$ cat src/hw/rtl/etf_pkg.sv
// etf_pkg: shared types and constants of the escape-time fractal iterator
// holds register indexes, reset values, config struct and ctrl/datapath structs
// no dependencies
`default_nettype none

package etf_pkg;

  localparam int FRACTION_BITS_DEF = 24;
  localparam int COUNT_WIDTH_DEF   = 16;

  localparam int COORD_W    = 32;
  localparam int PROD_W     = 2 * COORD_W;
  localparam int THRESH_W   = 31;
  localparam int CFG_DATA_W = 32;
  localparam int CFG_IDX_W  = 3;
  localparam int MAX_ITER_W = 16;

  localparam logic [CFG_IDX_W-1:0] REG_JULIA_MODE       = 3'd0;
  localparam logic [CFG_IDX_W-1:0] REG_CONST_REAL       = 3'd1;
  localparam logic [CFG_IDX_W-1:0] REG_CONST_IMAG       = 3'd2;
  localparam logic [CFG_IDX_W-1:0] REG_ESCAPE_THRESHOLD = 3'd3;
  localparam logic [CFG_IDX_W-1:0] REG_MAX_ITERATIONS   = 3'd4;

  localparam logic [THRESH_W-1:0] THRESH_RESET   = 31'd67108864;
  localparam int                  MAX_ITER_RESET = 256;

  typedef struct packed {
    logic                       julia_mode;
    logic signed [COORD_W-1:0]  const_real;
    logic signed [COORD_W-1:0]  const_imag;
    logic        [THRESH_W-1:0] escape_threshold;
  } etf_cfg_t;

  typedef enum logic [1:0] {
    ST_IDLE,
    ST_MUL,
    ST_UPD
  } etf_state_t;

  typedef struct packed {
    logic load;
    logic mul_en;
    logic step;
    logic finish;
  } etf_cmd_t;

  typedef struct packed {
    logic escape_hit;
    logic at_limit;
    logic out_free;
  } etf_status_t;

endpackage

`default_nettype wire

$ cat src/hw/rtl/etf_ctrl.sv
// etf_ctrl: sequencer for load, multiply and update phases of each item
// depends on etf_pkg for state, command and status types
`default_nettype none

module etf_ctrl (
  input  wire logic                 clk,
  input  wire logic                 rst_n,
  input  wire logic                 in_valid,
  input  wire etf_pkg::etf_status_t status,
  output logic                      in_ready,
  output etf_pkg::etf_cmd_t         cmd
);
  import etf_pkg::*;

  etf_state_t state_r, state_nxt;

  always_ff @(posedge clk) begin
    if (!rst_n) begin
      state_r <= ST_IDLE;
    end else begin
      state_r <= state_nxt;
    end
  end

  always_comb begin
    state_nxt = state_r;
    case (state_r)
      ST_IDLE: begin
        if (in_valid) state_nxt = ST_MUL;
      end
      ST_MUL: begin
        state_nxt = ST_UPD;
      end
      ST_UPD: begin
        if (status.escape_hit || status.at_limit) begin
          if (status.out_free) state_nxt = ST_IDLE;
        end else begin
          state_nxt = ST_MUL;
        end
      end
      default: state_nxt = ST_IDLE;
    endcase
  end

  always_comb begin
    in_ready = 1'b0;
    cmd      = '0;
    case (state_r)
      ST_IDLE: begin
        in_ready = 1'b1;
        cmd.load = in_valid;
      end
      ST_MUL: begin
        cmd.mul_en = 1'b1;
      end
      ST_UPD: begin
        if (status.escape_hit || status.at_limit) begin
          cmd.finish = status.out_free;
        end else begin
          cmd.step = 1'b1;
        end
      end
      default: begin
        in_ready = 1'b0;
      end
    endcase
  end

endmodule

`default_nettype wire

$ cat config.mk
export PLATFORM = sky130hd
export DESIGN_NAME = etf_ctrl
export DESIGN_NICKNAME = d
export VERILOG_FILES = /design/src/hw/rtl/etf_pkg.sv /design/src/hw/rtl/etf_ctrl.sv
export SDC_FILE = /design/constraint.sdc
export NUM_CORES = 1
export LEC_CHECK = 0
export ABC_AREA = 1
export BUFFER_PORTS_ARGS = -buffer_cell sky130_fd_sc_hd__buf_2
export CAP_MARGIN = 25
export CORE_AREA = 4 4 41 43
export CTS_BUF_LIST = sky130_fd_sc_hd__clkbuf_16
export CTS_CLUSTER_DIAMETER = 100
export DETAILED_ROUTE_END_ITERATION = 8
export DIE_AREA = 0 0 45 47
export PLACE_DENSITY = 0.39
export SLEW_MARGIN = 20
export SYNTH_ARGS = -nofsm -noshare
export SYNTH_HDL_FRONTEND = slang
export SYNTH_SLANG_ARGS = --single-unit
export TNS_END_PERCENT = 20
$ cat constraint.sdc
create_clock -name clk -period 0.8 [get_ports clk]
set_input_delay 0.04 -clock clk [delete_from_list [all_inputs] [get_ports clk]]
set_output_delay 0.04 -clock clk [all_outputs]
set_load 0.02 [all_outputs]
==> impl_results.md, run 1 <==
- Nets@finish: 45
- Ports: 11
- Row cnt: 13
- Fraction of layout cells with a size suffix above 1: 64.86%
- Die area: 2115 µm²
- Failing checks: negative setup slack
- HP Class: in2reg
- Multi-input gate area: 81.33 µm²
- Ys Warns: 0
- Initial Util: 11.83%
- Pin count of the biggest net entering global routing: 6
- Cell Count, Final, Fillers Out: 52
- Fin Hold WS: 0.07677 ns
- Vias: between 150 and 200
- Critical path type: reg2out
- First-pass GRT wire length: roughly 660 µm
- Final count of negative-setup-slack endpoints: 6
- Syn Std Cell Area: 153.9 µm²
- Number of flip-flops in the largest register: 2
- Vias per cell: 3.288
- Largest fanout on the critical path: 5
- #FFs+latches synth: 2
- TritonCTS Buffers: 3
- PD cells: approximately 3000 nW/µm²
- Largest registers in the final layout: state_r x2
- Drt pass-1 iters: 2
- Post-Syn Instances: 23
- Clk slew on worst S/H paths: approximately 0.030 ns
- GR Util All Layers: 4.732%
- Cell variety after synth: 13
- Most frequent cells in the layout: buf_4, inv_1, buf_2, nor2_1, clkbuf_16
- Core Region: 1301 µm²
- IO Port Bufs: 10
- RSZ-0062 raised after global routing: true
- Area after DPL: 235.2 µm²
- Maxcap violations: 0
- N_diodes: 0
- Biggest register: state_r
- Clock Latency Late Sink: 0.22 ns
- Initial antenna violation count: 0
- Setup TNS: -0.8769 ns
- Placed cells: between 40 and 50
- DR DRC count: 0
- Detailed placement HPWL: about 310 µm
- CTS tree: yes
- Worst R2R Path Depth: 4
- Root buf cell: clkbuf_16
- Crit. End Element: primary output
- 1st-iter DRT viols: 1
- Synth Area per Inst: 6.691 µm²
- Worst Hold Depth: 3
- Share of the yosys chip area belonging to registers: 26.02%
- Per-cell routed wire length: between 7 and 8 µm
- Final instance area: 327.8 µm²
- Worst Setup Slack, final: -0.2155 ns
- Clk sinks: 2
- Htree depth: 1
- Syn-to-layout area delta: 113.0%
- Leakage: 0.1759 nW
- Dpl ws: -0.05197 ns
- Fillers: 162
- Setup slack, reg-to-reg: -0.02 ns
- Status: complete, but fails checks
- Vias in the first global route: 176
- Commonest non-fill, non-tap cell in the layout: buf_4
- Fin crit share: 126.9%
- Final hold violations: 0
- Synth Net Count: 29
- CTS Buffer Depth: 2
- Tightest Pin Transition: ~0.15 ns
- Post-CTS Hold Buffers: 0
- Final WL: ~390 µm
- Min Tclk post-route: 1.016 ns
- Die Ht: ~47 µm
- Antenna viol nets, final: 0
- Placer Congestion: 0.6054
- Max-slew violation count: 0
- CP required: around 0.76 ns
- Die width: 45 µm
- Max VDD drop: 0.001334 V
- Register area: 45.04 µm²
- Max Fclk: 984.7 MHz
- Grt ovf: 0
- Slew HR: 89.89%
- Clock Skews: 0.0007031 ns
- CP startpoint kind: flop
- WP data arrival: 0.98 ns
## power by group
group	switching, mW	total, mW	internal [mW]	leakage (nW)
combinational	0.0640	0.120	0.0557	0.121
sequential	0.00953	0.118	0.109	0.0175
clock	0.107	0.742	0.635	0.0370
total	0.180	0.980	0.800	0.176
## through the flow
stage / util (%) / power (mW)
floorplan: - / 0.1907
global placement: 18.08 / 0.2283
detailed placement: 18.08 / 0.2289
CTS: 25.19 / 0.9980
global route: 25.19 / 1.017
finish: 25.19 / 0.9800
## logic make-up (layout without fill, tap and decap cells)
family,Yosys count,in the layout,synth area share (%)
simple gates,9,9,37.40
buf+inv,9,23,24.39
compound gates,3,3,12.19
flops,2,2,26.02
## per-layer routing
metal	GRT usage [%]	vias up	wire, µm
met2	5.650	4	199
met3	2.299	0	29
met4	5.263	0	0
li1	-	94	-
met1	5.656	73	161
met5	0	-	0
## final timing paths
path,from,end
worst max-delay path,state_r[0],cmd[0]
worst min-delay path,rst_n,state_r[1]
worst max register to register,state_r[0],state_r[1]
worst min register to register,state_r[1],state_r[0]
## cell type report
| type | instances | share of cell area, % |
|---|---|---|
| clock buffers | 3 | 22.90 |
| inverters | 8 | 9.160 |
| multi-input cells | 12 | 24.81 |
| flip-flops and latches | 2 | 13.74 |
| well taps | 15 | 5.725 |
| repair buffers | 12 | 23.66 |
## cells in the mapped netlist, drive strengths merged
master,count,area [µm²]
inv,8,30.03
nor2,4,22.52
a21oi,2,13.76
dfxtp,2,40.04
nand2,2,7.510
buf,1,7.510
nand3,1,10.01
nor3,1,10.01
nor3b,1,7.510
o21ai,1,5.000
## what timing repair did
action | CTS | global route
resized for setup | 9 | 1
setup endpoints to repair | 6 | 7
setup buffers | 0 | 0
## critical path, cell delays in order, from the launching register on
cell and delay (ns):
dfxtp_4 0.35, nor2_4 0.11, inv_2 0.04, nor3_2 0.09, buf_4 0.16
No activity file was read; power rests on OpenSTA's default activity.
==> inputs of run 2 (changes only) <==
--- a/config.mk
+++ b/config.mk
@@ -14,6 +14,7 @@
 export DETAILED_ROUTE_END_ITERATION = 8
 export DIE_AREA = 0 0 45 47
 export PLACE_DENSITY = 0.39
+export SKIP_CTS_REPAIR_TIMING = 1
 export SLEW_MARGIN = 20
 export SYNTH_ARGS = -nofsm -noshare
 export SYNTH_HDL_FRONTEND = slang
==> impl_results.md, run 2 (same netlist as run 1, synthesis figures left out) <==
- Clk sinks: 2
- WP data arrival: 0.98 ns
- Die Ht: between 40 and 50 µm
- Final Core Density: 24.81%
- N_diodes: 0
- Slew HR: 89.89%
- Maxcap violations: 0
- Biggest register: state_r
- HP Class: in2reg
- Clk slew on worst S/H paths: 0.03 ns
- IO Port Bufs: 10
- Max VDD drop: ~0.0013 V
- Max Fclk: 981.6 MHz
- RSZ-0062 raised after global routing: true
- Area after DPL: ~240 µm²
- Clock Skews: between 0.0001 and 0.00015 ns
- Commonest non-fill, non-tap cell in the layout: inv_1
- Largest fanout on the critical path: 5
- Drt pass-1 iters: 2
- Number of flip-flops in the largest register: 2
- Worst Setup Slack, final: -0.2188 ns
- Crit. End Element: primary output
- Die width: 45 µm
- Root buf cell: clkbuf_16
- Leakage: around 0.18 nW
- Max-slew violation count: 0
- First-pass GRT wire length: ~640 µm
- Clock Latency Late Sink: 0.22 ns
- Most frequent cells in the layout: inv_1, buf_2, buf_4, nor2_1, clkbuf_16
- Syn-to-layout area delta: 109.8%
- Fillers: 158
- Htree depth: 1
- Nets@finish: 45
- Failing checks: negative setup slack
- Per-cell routed wire length: 7.558 µm
- Dpl ws: -0.05197 ns
- Initial antenna violation count: 0
- CP required: 0.76 ns
- Ports: 11
- Grt ovf: 0
- Fraction of layout cells with a size suffix above 1: 62.16%
- Setup TNS: -0.8966 ns
- 1st-iter DRT viols: 1
- Status: complete, but fails checks
- Final count of negative-setup-slack endpoints: 6
- Largest registers in the final layout: state_r x2
- CTS tree: yes
- CTS Buffer Depth: 2
- TritonCTS Buffers: 3
- Final hold violations: 0
- Initial Util: between 10% and 20%
- Antenna viol nets, final: 0
- Critical path type: reg2out
- Row cnt: 13
- Detailed placement HPWL: 314.8 µm
- Die area: 2115 µm²
- Pin count of the biggest net entering global routing: 6
- GR Util All Layers: around 4.7%
- Vias per cell: about 3.2
- DR DRC count: 0
- Vias: between 150 and 200
- Min Tclk post-route: 1.019 ns
- Final WL: 393 µm
- PD cells: 3037 nW/µm²
- Tightest Pin Transition: 0.1512 ns
- Placer Congestion: 0.6054
- CP startpoint kind: flop
- Fin crit share: 127.3%
- Core Region: 1301 µm²
- Final instance area: 322.8 µm²
- Pwr Total: 980.5 µW
- Vias in the first global route: between 150 and 200
==> run 2: cell counts in the layout (fill, tap and decap cells not counted) <==
Identical to the previous run, type by type.
==> run 2: final timing paths <==
kind,startpoint,end,slack (ns),depth (start not counted)
worst min-delay path,rst_n,state_r[1],0.08,3
worst max-delay path,state_r[0],cmd[0],-0.22,4
worst max register to register,state_r[0],state_r[1],0,4
worst min register to register,state_r[1],state_r[0],0.54,2
==> run 2: where the power goes <==
group / switching, mW / leakage [nW] / internal, mW / total, mW
logic: 0.0630 / 0.121 / 0.0531 / 0.116
registers: 0.00960 / 0.0172 / 0.110 / 0.119
clock network: 0.109 / 0.0370 / 0.636 / 0.745
total: 0.182 / 0.175 / 0.798 / 0.980
==> run 2: routing by layer <==
layer  vias up  share of wire (%)  global-route usage [%]
met2         4                 50                   5.650
met5         -                  0                       0
met1        68                 42                   5.430
met4         0                  0                   5.263
met3         0                7.4                   2.299
li1         94                  -                       -
==> run 2: metrics by stage <==
step                      cells  hold slack, ns
after floorplan              23          0.1803
final                        52         0.07649
after detailed placement     49          0.3117
after CTS                    52         0.08706
after global routing         52          0.1164
after global placement       49          0.3138
==> run 2: area by class of cell <==
class,count,area [µm²],share of cell area (%)
multi-input cells,12,81.33,25.19
clock buffers,3,75.07,23.26
repair buffers,12,75.07,23.26
flip-flops and latches,2,42.54,13.18
inverters,8,30.03,9.302
well taps,15,18.77,5.814
==> run 2: critical path, cell delays in order, from the launching register on <==
cell,delay (ns)
dfxtp_2,0.34
nor2_4,0.11
inv_1,0.06
nor3_2,0.10
buf_4,0.16
==> inputs of run 3 (changes only) <==
--- a/config.mk
+++ b/config.mk
@@ -8,12 +8,14 @@
 export ABC_AREA = 1
 export BUFFER_PORTS_ARGS = -buffer_cell sky130_fd_sc_hd__buf_2
 export CAP_MARGIN = 25
+export CELL_PAD_IN_SITES_DETAIL_PLACEMENT = 1
+export CELL_PAD_IN_SITES_GLOBAL_PLACEMENT = 2
 export CORE_AREA = 4 4 41 43
 export CTS_BUF_LIST = sky130_fd_sc_hd__clkbuf_16
 export CTS_CLUSTER_DIAMETER = 100
 export DETAILED_ROUTE_END_ITERATION = 8
 export DIE_AREA = 0 0 45 47
-export PLACE_DENSITY = 0.39
+export PLACE_DENSITY = 0.61
 export SKIP_CTS_REPAIR_TIMING = 1
 export SLEW_MARGIN = 20
 export SYNTH_ARGS = -nofsm -noshare
==> impl_results.md, run 3 (same netlist as run 1, synthesis figures left out) <==
- Fillers: about 170
- Met1 WL: 186 µm
- Row cnt: 13
- Fin crit share: 128.9%
- DR DRC count: 0
- CP required: ~0.76 ns
- RSZ-0062 raised after global routing: true
- Clock Skews: 0.00009202 ns
- Clock network power share: 75.8%
- Worst Setup Slack, final: -0.2316 ns
- Die area: 2115 µm²
- Max Used Layer: met4
- Htree depth: 1
- Status: complete, but fails checks
- Min Tclk post-route: 1.032 ns
- Most frequent cells in the layout: buf_4, inv_1, buf_2, nor2_1, clkbuf_16
- Combinational Power Share: between 10% and 20%
- Internal: 800.2 µW
- Multi-input gate area: just over 80 µm²
- Register area: between 40 and 50 µm²
- GR Util All Layers: 5.516%
- Initial antenna violation count: 0
- Clock Latency Late Sink: roughly 0.22 ns
- Commonest non-fill, non-tap cell in the layout: buf_4
- Die width: 45 µm
- DR WL met3: 25 µm
- Max VDD drop: 0.0008363 V
- Failing checks: negative setup slack
- Grt ovf: 0
- Syn-to-layout area delta: 113.0%
- IO Port Bufs: 10
- Initial Util: around an eighth
- Pwr Total: 987.0 µW
- PD cells: 3011 nW/µm²
- Max-slew violation count: 0
- Number of flip-flops in the largest register: 2
- Die Ht: between 40 and 50 µm
- Root buf cell: clkbuf_16
- Placer Congestion: about 0.63
- WP data arrival: 0.99 ns
- Final count of negative-setup-slack endpoints: 6
- Slew HR: 90.02%
- Nets@finish: 45
- Pin count of the biggest net entering global routing: 6
- Fraction of layout cells with a size suffix above 1: roughly 65%
- Maxcap violations: 0
- CP startpoint kind: flop
- Sw Ratio: 18.93%
- Largest registers in the final layout: state_r x2
- Vias per cell: 3.558
- Fin Hold WS: 0.05846 ns
- HP Class: in2reg
- Antenna viol nets, final: 0
- Ports: 11
- Clk sinks: 2
- Core Region: 1301 µm²
- Crit. End Element: primary output
- Largest fanout on the critical path: 5
- Biggest register: state_r
- Leakage: 0.1759 nW
- Tightest Pin Transition: roughly 0.15 ns
- Met2 Wirelength: ~230 µm
- Per-cell routed wire length: 8.558 µm
- First-pass GRT wire length: 738 µm
- Psw: 186.8 µW
- Final hold violations: 0
- CTS tree: yes
- CTS Buffer Depth: 2
- Critical path type: reg2out
- 1st-iter DRT viols: 1
- Max Fclk: 969.4 MHz
- Sequential Power Share: 12.0%
- N_diodes: 0
- Vias in the first global route: 198
- Vias: approximately 190
- Clk slew on worst S/H paths: 0.03 ns
- TritonCTS Buffers: 3
- Drt pass-1 iters: 2
- Final WL: 445 µm
- Detailed placement HPWL: 343 µm
-- run 3: cell counts in the layout (fill, tap and decap cells not counted) --
No cell type changed its count.
-- run 3: final timing paths --
kind | end | from | cells after the start | slack [ns]
worst max register to register | state_r[1] | state_r[0] | 4 | -0.02
worst min register to register | state_r[0] | state_r[1] | 2 | 0.54
worst min-delay path | state_r[1] | rst_n | 3 | 0.06
worst max-delay path | cmd[0] | state_r[0] | 4 | -0.23
-- run 3: power groups by stage --
| stage | logic [mW] | clock network [mW] | registers, mW |
|---|---|---|---|
| after global placement | 0.109 | 0 | 0.120 |
| after global routing | 0.133 | 0.769 | 0.121 |
| final | 0.120 | 0.748 | 0.119 |
| after floorplan | 0.0707 | 0 | 0.120 |
| after detailed placement | 0.110 | 0 | 0.120 |
| after CTS | 0.110 | 0.766 | 0.118 |
-- run 3: per-layer routing --
| metal | vias up | track usage [%] |
|---|---|---|
| met5 | - | 0 |
| met4 | 0 | 7.018 |
| met3 | 2 | 3.448 |
| met2 | 5 | 7.345 |
| met1 | 82 | 5.192 |
| li1 | 96 | - |
-- run 3: final cells by class --
class	instances	share of cell area [%]
Multi-Input combinational cell	12	24.81
Tap cell	15	5.725
Inverter	8	9.160
Sequential cell	2	13.74
Clock buffer	3	22.90
Timing Repair Buffer	12	23.66
-- run 3: per-stage QoR --
step           worst slack (ns)  setup TNS, ns  instance area (µm²)  instances  utilization (%)
3_3_place_gp           -0.06802        -0.1962                235.2         49            18.08
3_5_place_dp           -0.06515        -0.1741                235.2         49            18.08
6_report                -0.2316        -0.9165                327.8         52            25.19
5_1_grt                 -0.2872         -1.237                327.8         52            25.19
2_1_floorplan           -0.1091        -0.2140                158.9         23                -
4_1_cts                 -0.3083         -1.299                310.3         52            23.85
-- run 3: worst max-delay path: stages (launching register included) --
cell,delay (ns)
dfxtp_4,0.35
nor2_4,0.12
inv_2,0.05
nor3_2,0.09
buf_4,0.16
